<file path="config.mk">
export PLATFORM = sky130hd
export DESIGN_NAME = epoch_seconds_to_date_time
export DESIGN_NICKNAME = d
export VERILOG_FILES = /design/src/hdl/etd_pkg.sv /design/src/hdl/epoch_seconds_to_date_time.sv /design/src/hdl/etd_pipe_ctrl.sv /design/src/hdl/etd_day_split.sv /design/src/hdl/etd_date_path.sv /design/src/hdl/etd_clock_path.sv
export SDC_FILE = /design/constraint.sdc
export NUM_CORES = 2
export LEC_CHECK = 0
export CORE_MARGIN = 2
export CORE_UTILIZATION = 50
export DETAILED_ROUTE_END_ITERATION = 8
export DONT_BUFFER_PORTS = 1
export GPL_TIMING_DRIVEN = 0
export PLACE_DENSITY_LB_ADDON = 0.2
export SLEW_MARGIN = 5
export SYNTH_ARGS = -nofsm -noshare
export SYNTH_HDL_FRONTEND = slang
export SYNTH_SLANG_ARGS = --single-unit
</file>
<file path="constraint.sdc">
create_clock -name clk -period 21.4 [get_ports clk]
set_clock_uncertainty 0.15 [all_clocks]
set_input_delay 0 -clock clk [delete_from_list [all_inputs] [get_ports clk]]
set_output_delay 0 -clock clk [all_outputs]
set_load 0.005 [all_outputs]
</file>
<file path="src/hdl/etd_pkg.sv">
// ----------------------------------------------------------------------------
// etd_pkg
// Widths, calendar constants, reciprocal factors and the per-stage load
// struct shared by the epoch-seconds-to-date/time pipeline.
// ----------------------------------------------------------------------------
package etd_pkg;

  localparam int EPOCH_W  = 32;
  localparam int YEAR_W   = 12;
  localparam int MONTH_W  = 4;
  localparam int MDAY_W   = 5;
  localparam int HOUR_W   = 5;
  localparam int MINUTE_W = 6;
  localparam int SECOND_W = 6;

  localparam int DAYS_W = 16;
  localparam int TOD_W  = 17;
  localparam int ADJ_W  = 21;
  localparam int NY_W   = 30;
  localparam int YR_W   = 12;
  localparam int DOY_W  = 9;
  localparam int MINS_W = 11;
  localparam int CENT_W = 5;
  localparam int MO_W   = 4;

  localparam int SECS_PER_DAY  = 86400;
  localparam int SECS_PER_MIN  = 60;
  localparam int MINS_PER_HOUR = 60;
  localparam int DAY_SHIFT     = 719469;
  localparam int CENTURY_X1000 = 36524250;
  localparam int YEAR_X1000    = 365250;
  localparam int MONTH_X1000   = 30600;
  localparam int SCALE         = 1000;
  localparam int YEAR_BIAS     = 200;
  localparam int MONTH_BIAS    = 500;

  localparam int YEAR_DAYS    = YEAR_X1000 / SCALE;
  localparam int LEAP_SHIFT   = 2;
  localparam int MARCH_OFFSET = 3;
  localparam int YEAR_TURN    = 9;
  localparam int MONTHS       = 12;

  // century count over the reachable day range is CENT_BASE, +1 or +2
  localparam int CENT_BASE     = (DAY_SHIFT * SCALE - YEAR_BIAS) / CENTURY_X1000;
  localparam int CENT_MID_DAYS = ((CENT_BASE + 1) * CENTURY_X1000 + YEAR_BIAS + SCALE - 1)
                                 / SCALE - DAY_SHIFT;
  localparam int CENT_TOP_DAYS = ((CENT_BASE + 2) * CENTURY_X1000 + YEAR_BIAS + SCALE - 1)
                                 / SCALE - DAY_SHIFT;

  // seconds per day split into a power of two and an odd factor
  localparam int DAY_POW2    = 7;
  localparam int DAY_ODD     = SECS_PER_DAY >> DAY_POW2;
  localparam int DAY_X_W     = EPOCH_W - DAY_POW2;
  localparam int DAY_K       = 35;
  localparam int DAY_RECIP_W = 26;
  localparam logic [DAY_RECIP_W-1:0] DAY_RECIP =
    DAY_RECIP_W'(((64'd1 << DAY_K) + 64'(DAY_ODD) - 64'd1) / 64'(DAY_ODD));
  localparam int DAY_PROD_W  = DAY_X_W + DAY_RECIP_W;

  localparam int YR_K       = 49;
  localparam int YR_RECIP_W = 31;
  localparam logic [YR_RECIP_W-1:0] YR_RECIP =
    YR_RECIP_W'(((64'd1 << YR_K) + 64'(YEAR_X1000) - 64'd1) / 64'(YEAR_X1000));
  localparam int YR_PROD_W  = NY_W + YR_RECIP_W;

  localparam int MIN_K       = 23;
  localparam int MIN_RECIP_W = 18;
  localparam logic [MIN_RECIP_W-1:0] MIN_RECIP =
    MIN_RECIP_W'(((64'd1 << MIN_K) + 64'(SECS_PER_MIN) - 64'd1) / 64'(SECS_PER_MIN));
  localparam int MIN_PROD_W  = TOD_W + MIN_RECIP_W;

  localparam int HR_K       = 17;
  localparam int HR_RECIP_W = 12;
  localparam logic [HR_RECIP_W-1:0] HR_RECIP =
    HR_RECIP_W'(((64'd1 << HR_K) + 64'(MINS_PER_HOUR) - 64'd1) / 64'(MINS_PER_HOUR));
  localparam int HR_PROD_W  = MINS_W + HR_RECIP_W;

  // first day-of-year of each March-based month, as a threshold on doy
  function automatic logic [DOY_W-1:0] month_first(input int k);
    month_first = DOY_W'((k * MONTH_X1000 + MONTH_BIAS + SCALE - 1) / SCALE);
  endfunction

  // days before each March-based month
  function automatic logic [DOY_W-1:0] month_start(input int k);
    if (k == 0) begin
      month_start = '0;
    end else begin
      month_start = DOY_W'((k * MONTH_X1000 - MONTH_BIAS + SCALE - 1) / SCALE);
    end
  endfunction

  localparam logic [DOY_W-1:0] MONTH_FIRST [MONTHS] = '{
    month_first(0), month_first(1), month_first(2), month_first(3),
    month_first(4), month_first(5), month_first(6), month_first(7),
    month_first(8), month_first(9), month_first(10), month_first(11)
  };

  localparam logic [DOY_W-1:0] MONTH_START [MONTHS] = '{
    month_start(0), month_start(1), month_start(2), month_start(3),
    month_start(4), month_start(5), month_start(6), month_start(7),
    month_start(8), month_start(9), month_start(10), month_start(11)
  };

  localparam int STAGES = 6;

  typedef struct packed {
    logic a;
    logic b;
    logic c;
    logic d;
    logic e;
    logic f;
  } etd_load_t;

endpackage

</file>
<file path="src/hdl/epoch_seconds_to_date_time.sv">
// ----------------------------------------------------------------------------
// epoch_seconds_to_date_time
// Converts a 32-bit Unix second count into UTC year, month, day of month,
// hour, minute and second, one transaction per clock while out_stall is low.
// ----------------------------------------------------------------------------
// Takes one timestamp per cycle while in_stall is low. The six register
// stages follow the dependent chain of the date: the reciprocal multiply for
// the division by 86400, the back-multiply for the time of day with the
// century correction, the scale by 1000, the reciprocal multiply for the
// division by 365.25, the day of year, and the month lookup with the
// March-based remap. Hour, minute and second run beside the date and are
// delayed to the same depth. Every 32-bit input is valid, up to 2106-02-07
// 06:28:15. When out_stall is held, empty stages still fill, so in_stall
// rises only once every stage holds a transaction.
module epoch_seconds_to_date_time (
  input  logic                           clk,
  input  logic                           rst_n,
  input  logic                           in_valid,
  output logic                           in_stall,
  input  logic [etd_pkg::EPOCH_W-1:0]    in_epoch_seconds,
  output logic                           out_valid,
  input  logic                           out_stall,
  output logic [etd_pkg::YEAR_W-1:0]     out_year,
  output logic [etd_pkg::MONTH_W-1:0]    out_month,
  output logic [etd_pkg::MDAY_W-1:0]     out_day_of_month,
  output logic [etd_pkg::HOUR_W-1:0]     out_hour,
  output logic [etd_pkg::MINUTE_W-1:0]   out_minute,
  output logic [etd_pkg::SECOND_W-1:0]   out_second
);

  etd_pkg::etd_load_t          ld;
  logic [etd_pkg::ADJ_W-1:0]   adj;
  logic [etd_pkg::TOD_W-1:0]   tod;

  etd_pipe_ctrl u_ctrl (
    .clk       (clk),
    .rst_n     (rst_n),
    .in_valid  (in_valid),
    .in_stall  (in_stall),
    .out_valid (out_valid),
    .out_stall (out_stall),
    .ld        (ld)
  );

  etd_day_split u_split (
    .clk  (clk),
    .ld   (ld),
    .secs (in_epoch_seconds),
    .adj  (adj),
    .tod  (tod)
  );

  etd_date_path u_date (
    .clk          (clk),
    .ld           (ld),
    .adj          (adj),
    .year         (out_year),
    .month        (out_month),
    .day_of_month (out_day_of_month)
  );

  etd_clock_path u_clock (
    .clk    (clk),
    .ld     (ld),
    .tod    (tod),
    .hour   (out_hour),
    .minute (out_minute),
    .second (out_second)
  );

endmodule

</file>
<file path="src/hdl/etd_pipe_ctrl.sv">
// ----------------------------------------------------------------------------
// etd_pipe_ctrl
// Valid bits for the six pipeline stages and per-stage load enables that
// let bubbles collapse while the output is stalled.
// ----------------------------------------------------------------------------
module etd_pipe_ctrl (
  input  logic               clk,
  input  logic               rst_n,
  input  logic               in_valid,
  output logic               in_stall,
  output logic               out_valid,
  input  logic               out_stall,
  output etd_pkg::etd_load_t ld
);

  logic [etd_pkg::STAGES-1:0] vld_r;
  logic [etd_pkg::STAGES-1:0] vld_nxt;
  logic [etd_pkg::STAGES-1:0] load;

  always_comb begin
    load[etd_pkg::STAGES-1] = !vld_r[etd_pkg::STAGES-1] || !out_stall;
    for (int k = etd_pkg::STAGES - 2; k >= 0; k--) begin
      load[k] = !vld_r[k] || load[k+1];
    end
  end

  always_comb begin
    vld_nxt = vld_r;
    if (load[0]) begin
      vld_nxt[0] = in_valid;
    end
    for (int k = 1; k < etd_pkg::STAGES; k++) begin
      if (load[k]) begin
        vld_nxt[k] = vld_r[k-1];
      end
    end
  end

  always_ff @(posedge clk) begin
    if (!rst_n) begin
      vld_r <= '0;
    end else begin
      vld_r <= vld_nxt;
    end
  end

  assign in_stall  = !load[0];
  assign out_valid = vld_r[etd_pkg::STAGES-1];
  assign ld.a      = load[0];
  assign ld.b      = load[1];
  assign ld.c      = load[2];
  assign ld.d      = load[3];
  assign ld.e      = load[4];
  assign ld.f      = load[5];

endmodule

</file>
<file path="src/hdl/etd_day_split.sv">
// ----------------------------------------------------------------------------
// etd_day_split
// Splits the second count into whole days and time of day, and forms the
// century-corrected day number.
// ----------------------------------------------------------------------------
module etd_day_split (
  input  logic                         clk,
  input  etd_pkg::etd_load_t           ld,
  input  logic [etd_pkg::EPOCH_W-1:0]  secs,
  output logic [etd_pkg::ADJ_W-1:0]    adj,
  output logic [etd_pkg::TOD_W-1:0]    tod
);

  logic [etd_pkg::EPOCH_W-1:0]    secs_a_r;
  logic [etd_pkg::DAYS_W-1:0]     days_a_r;
  logic [etd_pkg::DAYS_W-1:0]     days_a_nxt;
  logic [etd_pkg::DAY_PROD_W-1:0] day_prod;
  logic [etd_pkg::ADJ_W-1:0]      adj_b_r;
  logic [etd_pkg::ADJ_W-1:0]      adj_b_nxt;
  logic [etd_pkg::TOD_W-1:0]      tod_b_r;
  logic [etd_pkg::TOD_W-1:0]      tod_b_nxt;
  logic [etd_pkg::EPOCH_W-1:0]    day_base;
  logic [etd_pkg::CENT_W-1:0]     cent;

  always_comb begin
    day_prod   = etd_pkg::DAY_PROD_W'(secs >> etd_pkg::DAY_POW2)
                 * etd_pkg::DAY_PROD_W'(etd_pkg::DAY_RECIP);
    days_a_nxt = etd_pkg::DAYS_W'(day_prod >> etd_pkg::DAY_K);
  end

  always_ff @(posedge clk) begin
    if (ld.a) begin
      secs_a_r <= secs;
      days_a_r <= days_a_nxt;
    end
  end

  always_comb begin
    day_base  = etd_pkg::EPOCH_W'(days_a_r) * etd_pkg::EPOCH_W'(etd_pkg::SECS_PER_DAY);
    tod_b_nxt = etd_pkg::TOD_W'(secs_a_r - day_base);
    cent      = etd_pkg::CENT_W'(etd_pkg::CENT_BASE)
              + etd_pkg::CENT_W'(days_a_r >= etd_pkg::DAYS_W'(etd_pkg::CENT_MID_DAYS))
              + etd_pkg::CENT_W'(days_a_r >= etd_pkg::DAYS_W'(etd_pkg::CENT_TOP_DAYS));
    adj_b_nxt = etd_pkg::ADJ_W'(days_a_r) + etd_pkg::ADJ_W'(etd_pkg::DAY_SHIFT)
              + etd_pkg::ADJ_W'(cent) - etd_pkg::ADJ_W'(cent >> 2);
  end

  always_ff @(posedge clk) begin
    if (ld.b) begin
      adj_b_r <= adj_b_nxt;
      tod_b_r <= tod_b_nxt;
    end
  end

  assign adj = adj_b_r;
  assign tod = tod_b_r;

endmodule

</file>
<file path="src/hdl/etd_date_path.sv">
// ----------------------------------------------------------------------------
// etd_date_path
// Century-corrected day number to Gregorian year, month and day of month:
// scaled year divide, day of year, month lookup and March-based remap.
// ----------------------------------------------------------------------------
module etd_date_path (
  input  logic                          clk,
  input  etd_pkg::etd_load_t            ld,
  input  logic [etd_pkg::ADJ_W-1:0]     adj,
  output logic [etd_pkg::YEAR_W-1:0]    year,
  output logic [etd_pkg::MONTH_W-1:0]   month,
  output logic [etd_pkg::MDAY_W-1:0]    day_of_month
);

  logic [etd_pkg::NY_W-1:0]      ny_c_r;
  logic [etd_pkg::NY_W-1:0]      ny_c_nxt;
  logic [etd_pkg::ADJ_W-1:0]     adj_c_r;
  logic [etd_pkg::YR_PROD_W-1:0] yr_prod;
  logic [etd_pkg::YR_W-1:0]      yr_d_r;
  logic [etd_pkg::YR_W-1:0]      yr_d_nxt;
  logic [etd_pkg::ADJ_W-1:0]     adj_d_r;
  logic [etd_pkg::ADJ_W-1:0]     year_days;
  logic [etd_pkg::DOY_W-1:0]     doy_e_r;
  logic [etd_pkg::DOY_W-1:0]     doy_e_nxt;
  logic [etd_pkg::YR_W-1:0]      yr_e_r;
  logic [etd_pkg::MO_W-1:0]      mo;
  logic [etd_pkg::DOY_W-1:0]     mday_full;
  logic [etd_pkg::YEAR_W-1:0]    year_r;
  logic [etd_pkg::YEAR_W-1:0]    year_nxt;
  logic [etd_pkg::MONTH_W-1:0]   month_r;
  logic [etd_pkg::MONTH_W-1:0]   month_nxt;
  logic [etd_pkg::MDAY_W-1:0]    mday_r;
  logic [etd_pkg::MDAY_W-1:0]    mday_nxt;

  assign ny_c_nxt = etd_pkg::NY_W'(32'(adj) * 32'(etd_pkg::SCALE) - 32'(etd_pkg::YEAR_BIAS));

  always_ff @(posedge clk) begin
    if (ld.c) begin
      ny_c_r  <= ny_c_nxt;
      adj_c_r <= adj;
    end
  end

  always_comb begin
    yr_prod  = etd_pkg::YR_PROD_W'(ny_c_r) * etd_pkg::YR_PROD_W'(etd_pkg::YR_RECIP);
    yr_d_nxt = etd_pkg::YR_W'(yr_prod >> etd_pkg::YR_K);
  end

  always_ff @(posedge clk) begin
    if (ld.d) begin
      yr_d_r  <= yr_d_nxt;
      adj_d_r <= adj_c_r;
    end
  end

  always_comb begin
    year_days = etd_pkg::ADJ_W'(yr_d_r) * etd_pkg::ADJ_W'(etd_pkg::YEAR_DAYS)
              + etd_pkg::ADJ_W'(yr_d_r >> etd_pkg::LEAP_SHIFT);
    doy_e_nxt = etd_pkg::DOY_W'(adj_d_r - year_days);
  end

  always_ff @(posedge clk) begin
    if (ld.e) begin
      doy_e_r <= doy_e_nxt;
      yr_e_r  <= yr_d_r;
    end
  end

  always_comb begin
    mo = '0;
    for (int k = 1; k < etd_pkg::MONTHS; k++) begin
      mo = mo + etd_pkg::MO_W'(doy_e_r >= etd_pkg::MONTH_FIRST[k]);
    end
    mday_full = doy_e_r - etd_pkg::MONTH_START[mo];
    mday_nxt  = etd_pkg::MDAY_W'(mday_full);
    if (mo <= etd_pkg::MO_W'(etd_pkg::YEAR_TURN)) begin
      month_nxt = etd_pkg::MONTH_W'(mo + etd_pkg::MO_W'(etd_pkg::MARCH_OFFSET));
      year_nxt  = etd_pkg::YEAR_W'(yr_e_r);
    end else begin
      month_nxt = etd_pkg::MONTH_W'(mo - etd_pkg::MO_W'(etd_pkg::YEAR_TURN));
      year_nxt  = etd_pkg::YEAR_W'(yr_e_r) + etd_pkg::YEAR_W'(1);
    end
  end

  always_ff @(posedge clk) begin
    if (ld.f) begin
      year_r  <= year_nxt;
      month_r <= month_nxt;
      mday_r  <= mday_nxt;
    end
  end

  assign year         = year_r;
  assign month        = month_r;
  assign day_of_month = mday_r;

endmodule

</file>
<file path="src/hdl/etd_clock_path.sv">
// ----------------------------------------------------------------------------
// etd_clock_path
// Time of day in seconds to hour, minute and second, aligned with the
// date stages.
// ----------------------------------------------------------------------------
module etd_clock_path (
  input  logic                           clk,
  input  etd_pkg::etd_load_t             ld,
  input  logic [etd_pkg::TOD_W-1:0]      tod,
  output logic [etd_pkg::HOUR_W-1:0]     hour,
  output logic [etd_pkg::MINUTE_W-1:0]   minute,
  output logic [etd_pkg::SECOND_W-1:0]   second
);

  logic [etd_pkg::MIN_PROD_W-1:0] min_prod;
  logic [etd_pkg::TOD_W-1:0]      tod_c_r;
  logic [etd_pkg::MINS_W-1:0]     mins_c_r;
  logic [etd_pkg::MINS_W-1:0]     mins_c_nxt;
  logic [etd_pkg::HR_PROD_W-1:0]  hr_prod;
  logic [etd_pkg::MINS_W-1:0]     mins_d_r;
  logic [etd_pkg::HOUR_W-1:0]     hour_d_r;
  logic [etd_pkg::HOUR_W-1:0]     hour_d_nxt;
  logic [etd_pkg::SECOND_W-1:0]   sec_d_r;
  logic [etd_pkg::SECOND_W-1:0]   sec_d_nxt;
  logic [etd_pkg::HOUR_W-1:0]     hour_e_r;
  logic [etd_pkg::MINUTE_W-1:0]   minute_e_r;
  logic [etd_pkg::MINUTE_W-1:0]   minute_e_nxt;
  logic [etd_pkg::SECOND_W-1:0]   sec_e_r;
  logic [etd_pkg::HOUR_W-1:0]     hour_r;
  logic [etd_pkg::MINUTE_W-1:0]   minute_r;
  logic [etd_pkg::SECOND_W-1:0]   second_r;

  always_comb begin
    min_prod   = etd_pkg::MIN_PROD_W'(tod) * etd_pkg::MIN_PROD_W'(etd_pkg::MIN_RECIP);
    mins_c_nxt = etd_pkg::MINS_W'(min_prod >> etd_pkg::MIN_K);
  end

  always_ff @(posedge clk) begin
    if (ld.c) begin
      tod_c_r  <= tod;
      mins_c_r <= mins_c_nxt;
    end
  end

  always_comb begin
    sec_d_nxt  = etd_pkg::SECOND_W'(tod_c_r - etd_pkg::TOD_W'(mins_c_r)
                                    * etd_pkg::TOD_W'(etd_pkg::SECS_PER_MIN));
    hr_prod    = etd_pkg::HR_PROD_W'(mins_c_r) * etd_pkg::HR_PROD_W'(etd_pkg::HR_RECIP);
    hour_d_nxt = etd_pkg::HOUR_W'(hr_prod >> etd_pkg::HR_K);
  end

  always_ff @(posedge clk) begin
    if (ld.d) begin
      mins_d_r <= mins_c_r;
      hour_d_r <= hour_d_nxt;
      sec_d_r  <= sec_d_nxt;
    end
  end

  assign minute_e_nxt = etd_pkg::MINUTE_W'(mins_d_r - etd_pkg::MINS_W'(hour_d_r)
                                           * etd_pkg::MINS_W'(etd_pkg::MINS_PER_HOUR));

  always_ff @(posedge clk) begin
    if (ld.e) begin
      hour_e_r   <= hour_d_r;
      minute_e_r <= minute_e_nxt;
      sec_e_r    <= sec_d_r;
    end
  end

  always_ff @(posedge clk) begin
    if (ld.f) begin
      hour_r   <= hour_e_r;
      minute_r <= minute_e_r;
      second_r <= sec_e_r;
    end
  end

  assign hour   = hour_r;
  assign minute = minute_r;
  assign second = second_r;

endmodule

</file>
==> run_results.csv <==
group,metric,value,unit
cts,clockRootBuffer,"clkbuf_16",
die,die_h,298,µm
critical_path,rr_worst_depth,23,
cts,clock_sinks,242,
finish,n_antenna_cell,0,
routing,routed-via-count,26500,
logic_synthesis,synthFlopType,"edfxtp_1",
global_route,track_usage,21.8,%
timing,fin_ws,12.78,ns
critical_path,crit_end,"u_date.yr_d_r[11]$_DFFE_PP_",
place,gp_congestion,0.969,
routing,wl_per_cell,17.9,µm
finish,nFillCells,7581,
critical_path,critPathArrivalTime,8.91,ns
critical_path,crit_start,"u_date.ny_c_r[4]$_DFFE_PP_",
cts,post_cts_buffers,0,
timing,timing.setup.tns,0,ns
cts,cts_buffer_depth,3,
logic_synthesis,synthCells,3951,
logic_synthesis,synthSimpleGateAreaFrac,4.34,%
timing,rsz0062_at_grt,"false",
routing,drt-initial-drc-count,1086,
timing,hold_viol_final,0,
global_route,grt_pass1_wl,152000,µm
timing,worst_slew_pin_slew,0.945,ns
logic_synthesis,synth_top_area_cell,"fa_1",
global_route,grt_pass1_vias,28400,
run_status,status,"finished clean",
logic_synthesis,synth_top_family_by_area,"adder cells",
finish,final_cell_mix,"1128 x inv_1, 907 x ha_1, 710 x fa_1, 236 x edfxtp_1, 114 x a21oi_1",
finish,layout.cells.most_common,"inv_1",
critical_path,path_max_fanout,10,
timing,max_freq,116,MHz
critical_path,worst-setup-path-type,"reg2reg",
logic_synthesis,synthAdderAreaFrac,59.3,%
die,coreArea,85300,µm²
logic_synthesis,synth_edf_count,236,
cts,clk_latency,0.59,ns
logic_synthesis,synth_compound_area_share,6.14,%
critical_path,cp-end-kind,"flop",
critical_path,crit_slowest_cell,"edfxtp_1",
routing,finalWirelength,92700,µm
logic_synthesis,synth.area.top_cells,"fa_1 33%, ha_1 26%, edfxtp_1 16%, inv_1 9.8%, xnor2_1 2.2%",
cts,clk_pin_slew_worst_paths,0.06,ns
die,rows,107,
logic_synthesis,synth_seq_cells,242,
global_route,grt_overflow_total,0,
finish,postLayoutCoreUtil,54.0,%
finish,drive_above_1_share,1.98,%
global_route,antenna_found_initial,0,
logic_synthesis,ys_seq_area_share,16.7,%
place,pre_cts_slack,12.74,ns
logic_synthesis,muxShareOfSynthArea,0.102,%
logic_synthesis,yosys.area_share.xor_xnor,3.49,%
critical_path,r2r-end,"u_date.yr_d_r[11]$_DFFE_PP_",
hold_path,whs_path_depth,5,
cts,cts_tree,"done",
routing,viasPerCell,5.11,
timing,setup-violations-final,0,
die,die-area,88600,µm²
logic_synthesis,netlist_area,43100,µm²
logic_synthesis,ys_warn_count,0,
logic_synthesis,syn_area_per_cell,10.9,µm²
routing,drt_first_pass_iters,5,
critical_path,start_kind,"flop",
global_route,grt_max_degree,39,
cts,cts_buffers,29,
die,start_util,50.6,%
cts,h-tree-depth,1,
die,die_w,298,µm
routing,drc,0,
routing,final_antenna_net_count,0,
timing,drv_slew,0,
hold_path,hold_class,"in2reg",
timing,relSlewSlack,36.8,%
critical_path,required,21.69,ns
timing,min_period_over_period,40.3,%
critical_path,max_stage_delay,0.91,ns
critical_path,crit_top_cell,"fa_1",
job,drv_cap,0,
finish,synthToLayoutAreaGrowth,6.77,%
logic_synthesis,synth_top_area_share,32.9,%
die,ios,76,
critical_path,r2r_start,"u_date.ny_c_r[4]$_DFFE_PP_",
logic_synthesis,ys_types,71,
logic_synthesis,async_flop_share,0,%
critical_path,cp_cell_sequence,"inv_1 -> fa_1 -> inv_1 -> ha_1 -> fa_1 -> inv_1 -> fa_1 -> inv_1 -> fa_1 -> fa_1 -> fa_1 -> fa_1 -> ha_1 -> a21o_1 -> a221oi_1 -> o21ai_0 -> a211o_1 -> a32oi_1 -> a21o_1 -> a21oi_1 -> o41a_1 -> or4_1 -> nand3_1",
place,dpl.hpwl,81100,µm
place,io_buffer_count,0,
finish,nets,5678,
timing,finalCriticalPeriod,8.62,ns
logic_synthesis,syn_nets,5604,
critical_path,reg2reg_slack,12.78,ns
metrics by stage:
stage / area, µm² / hold WS (ns) / cells
after floorplan: 43100 / -0.0511 / 3951
after global placement: 44600 / -0.0511 / 5095
after detailed placement: 44700 / -0.0511 / 5100
after CTS: 46100 / 0.0276 / 5192
after global routing: 46100 / 0.0599 / 5192
final: 46100 / 0.0575 / 5192
worst min path at each step:
stage	from	to
2_1_floorplan	in_epoch_seconds[0]	u_split.secs_a_r[0]$_DFFE_PN_
3_3_place_gp	in_epoch_seconds[1]	u_split.secs_a_r[1]$_DFFE_PN_
3_5_place_dp	in_epoch_seconds[3]	u_split.secs_a_r[3]$_DFFE_PN_
4_1_cts	rst_n	u_ctrl.vld_r[2]$_SDFFE_PN0P_
5_1_grt	out_stall	u_date.year[11]$_DFFE_PP_
6_report	in_epoch_seconds[31]	u_split.days_a_r[15]$_DFFE_PN_
synth_stat cells, types with 3 or more instances:
cell and instances:
xor2_1 64, and3_1 21, o21bai_1 15, o311ai_0 3, a31o_2 6, o21ai_0 76, inv_1 1130, a211o_1 3
a21o_1 76, fa_1 710, a211oi_1 11, or3_1 7, edfxtp_1 236, nor3_1 32, ha_1 907, nand3_1 40
clkbuf_1 11, o31ai_1 5, nor4_1 5, a2111oi_0 5, nor3b_1 4, and4_1 6, mux2_2 3, or4_1 3
nand2_1 73, nand3b_1 4, o41ai_1 3, and2_1 8, nor4b_1 5, nor2b_1 18, o211ai_1 11, nand2b_1 21
dfxtp_1 6, or2_2 5, a21boi_0 4, xnor2_1 108, nand4_1 21, a21oi_1 114, a221oi_1 3, nor2_1 85
o21a_1 22, a31oi_1 26
metal layers:
layer	vias to the layer above	global-route usage [%]	routed length [µm]
li1	12800	-	-
met1	13200	29.2	41400
met2	420	38.0	45600
met3	84	3.10	4120
met4	0	3.92	1620
met5	-	0	0
state kept, by name, summed over array words and instances (netlist names), 11 cells and up:
name,cells
u_date.ny_c_r,27
u_split.adj,19
u_split.secs_a_r,17
u_split.tod,17
u_split.days_a_r,16
u_date.year,12
u_date.yr_d_r,12
u_date.yr_e_r,12
u_clock.mins_c_r,11
cell families after synthesis:
family,Yosys count
xor+xnor,172
buf+inv,1143
simple gates,365
flops,242
fa+ha+maj,1617
mux,4
compound gates,408
what timing repair did:
item | 4_1_cts | 5_1_grt
endpoints found under the setup margin | 0 | 0
hold endpoints to repair | 71 | 0
gates resized for setup | 0 | 0
hold buffers | 38 | 0
area by class of cell:
type / instances / area, µm² / area share, %
Buffer: 13 / 57.6 / 0.125
Tap cell: 1144 / 1430 / 3.11
Multi-Input combinational cell: 2566 / 31600 / 68.7
Inverter: 1130 / 4240 / 9.21
Timing Repair Buffer: 43 / 488 / 1.06
Clock inverter: 24 / 258 / 0.560
Sequential cell: 242 / 7210 / 15.6
Clock buffer: 30 / 729 / 1.58
worst max-delay path, delay by kind of cell (launching register included):
kind	cells	cell delay (ns)
fa+ha+maj	9	4.34
compound gates	8	2.23
flops	1	0.91
simple gates	2	0.51
buf+inv	4	0.31
Power is not shown: default switching activity piles up to over one toggle a cycle in this logic, so the estimate is an artifact.
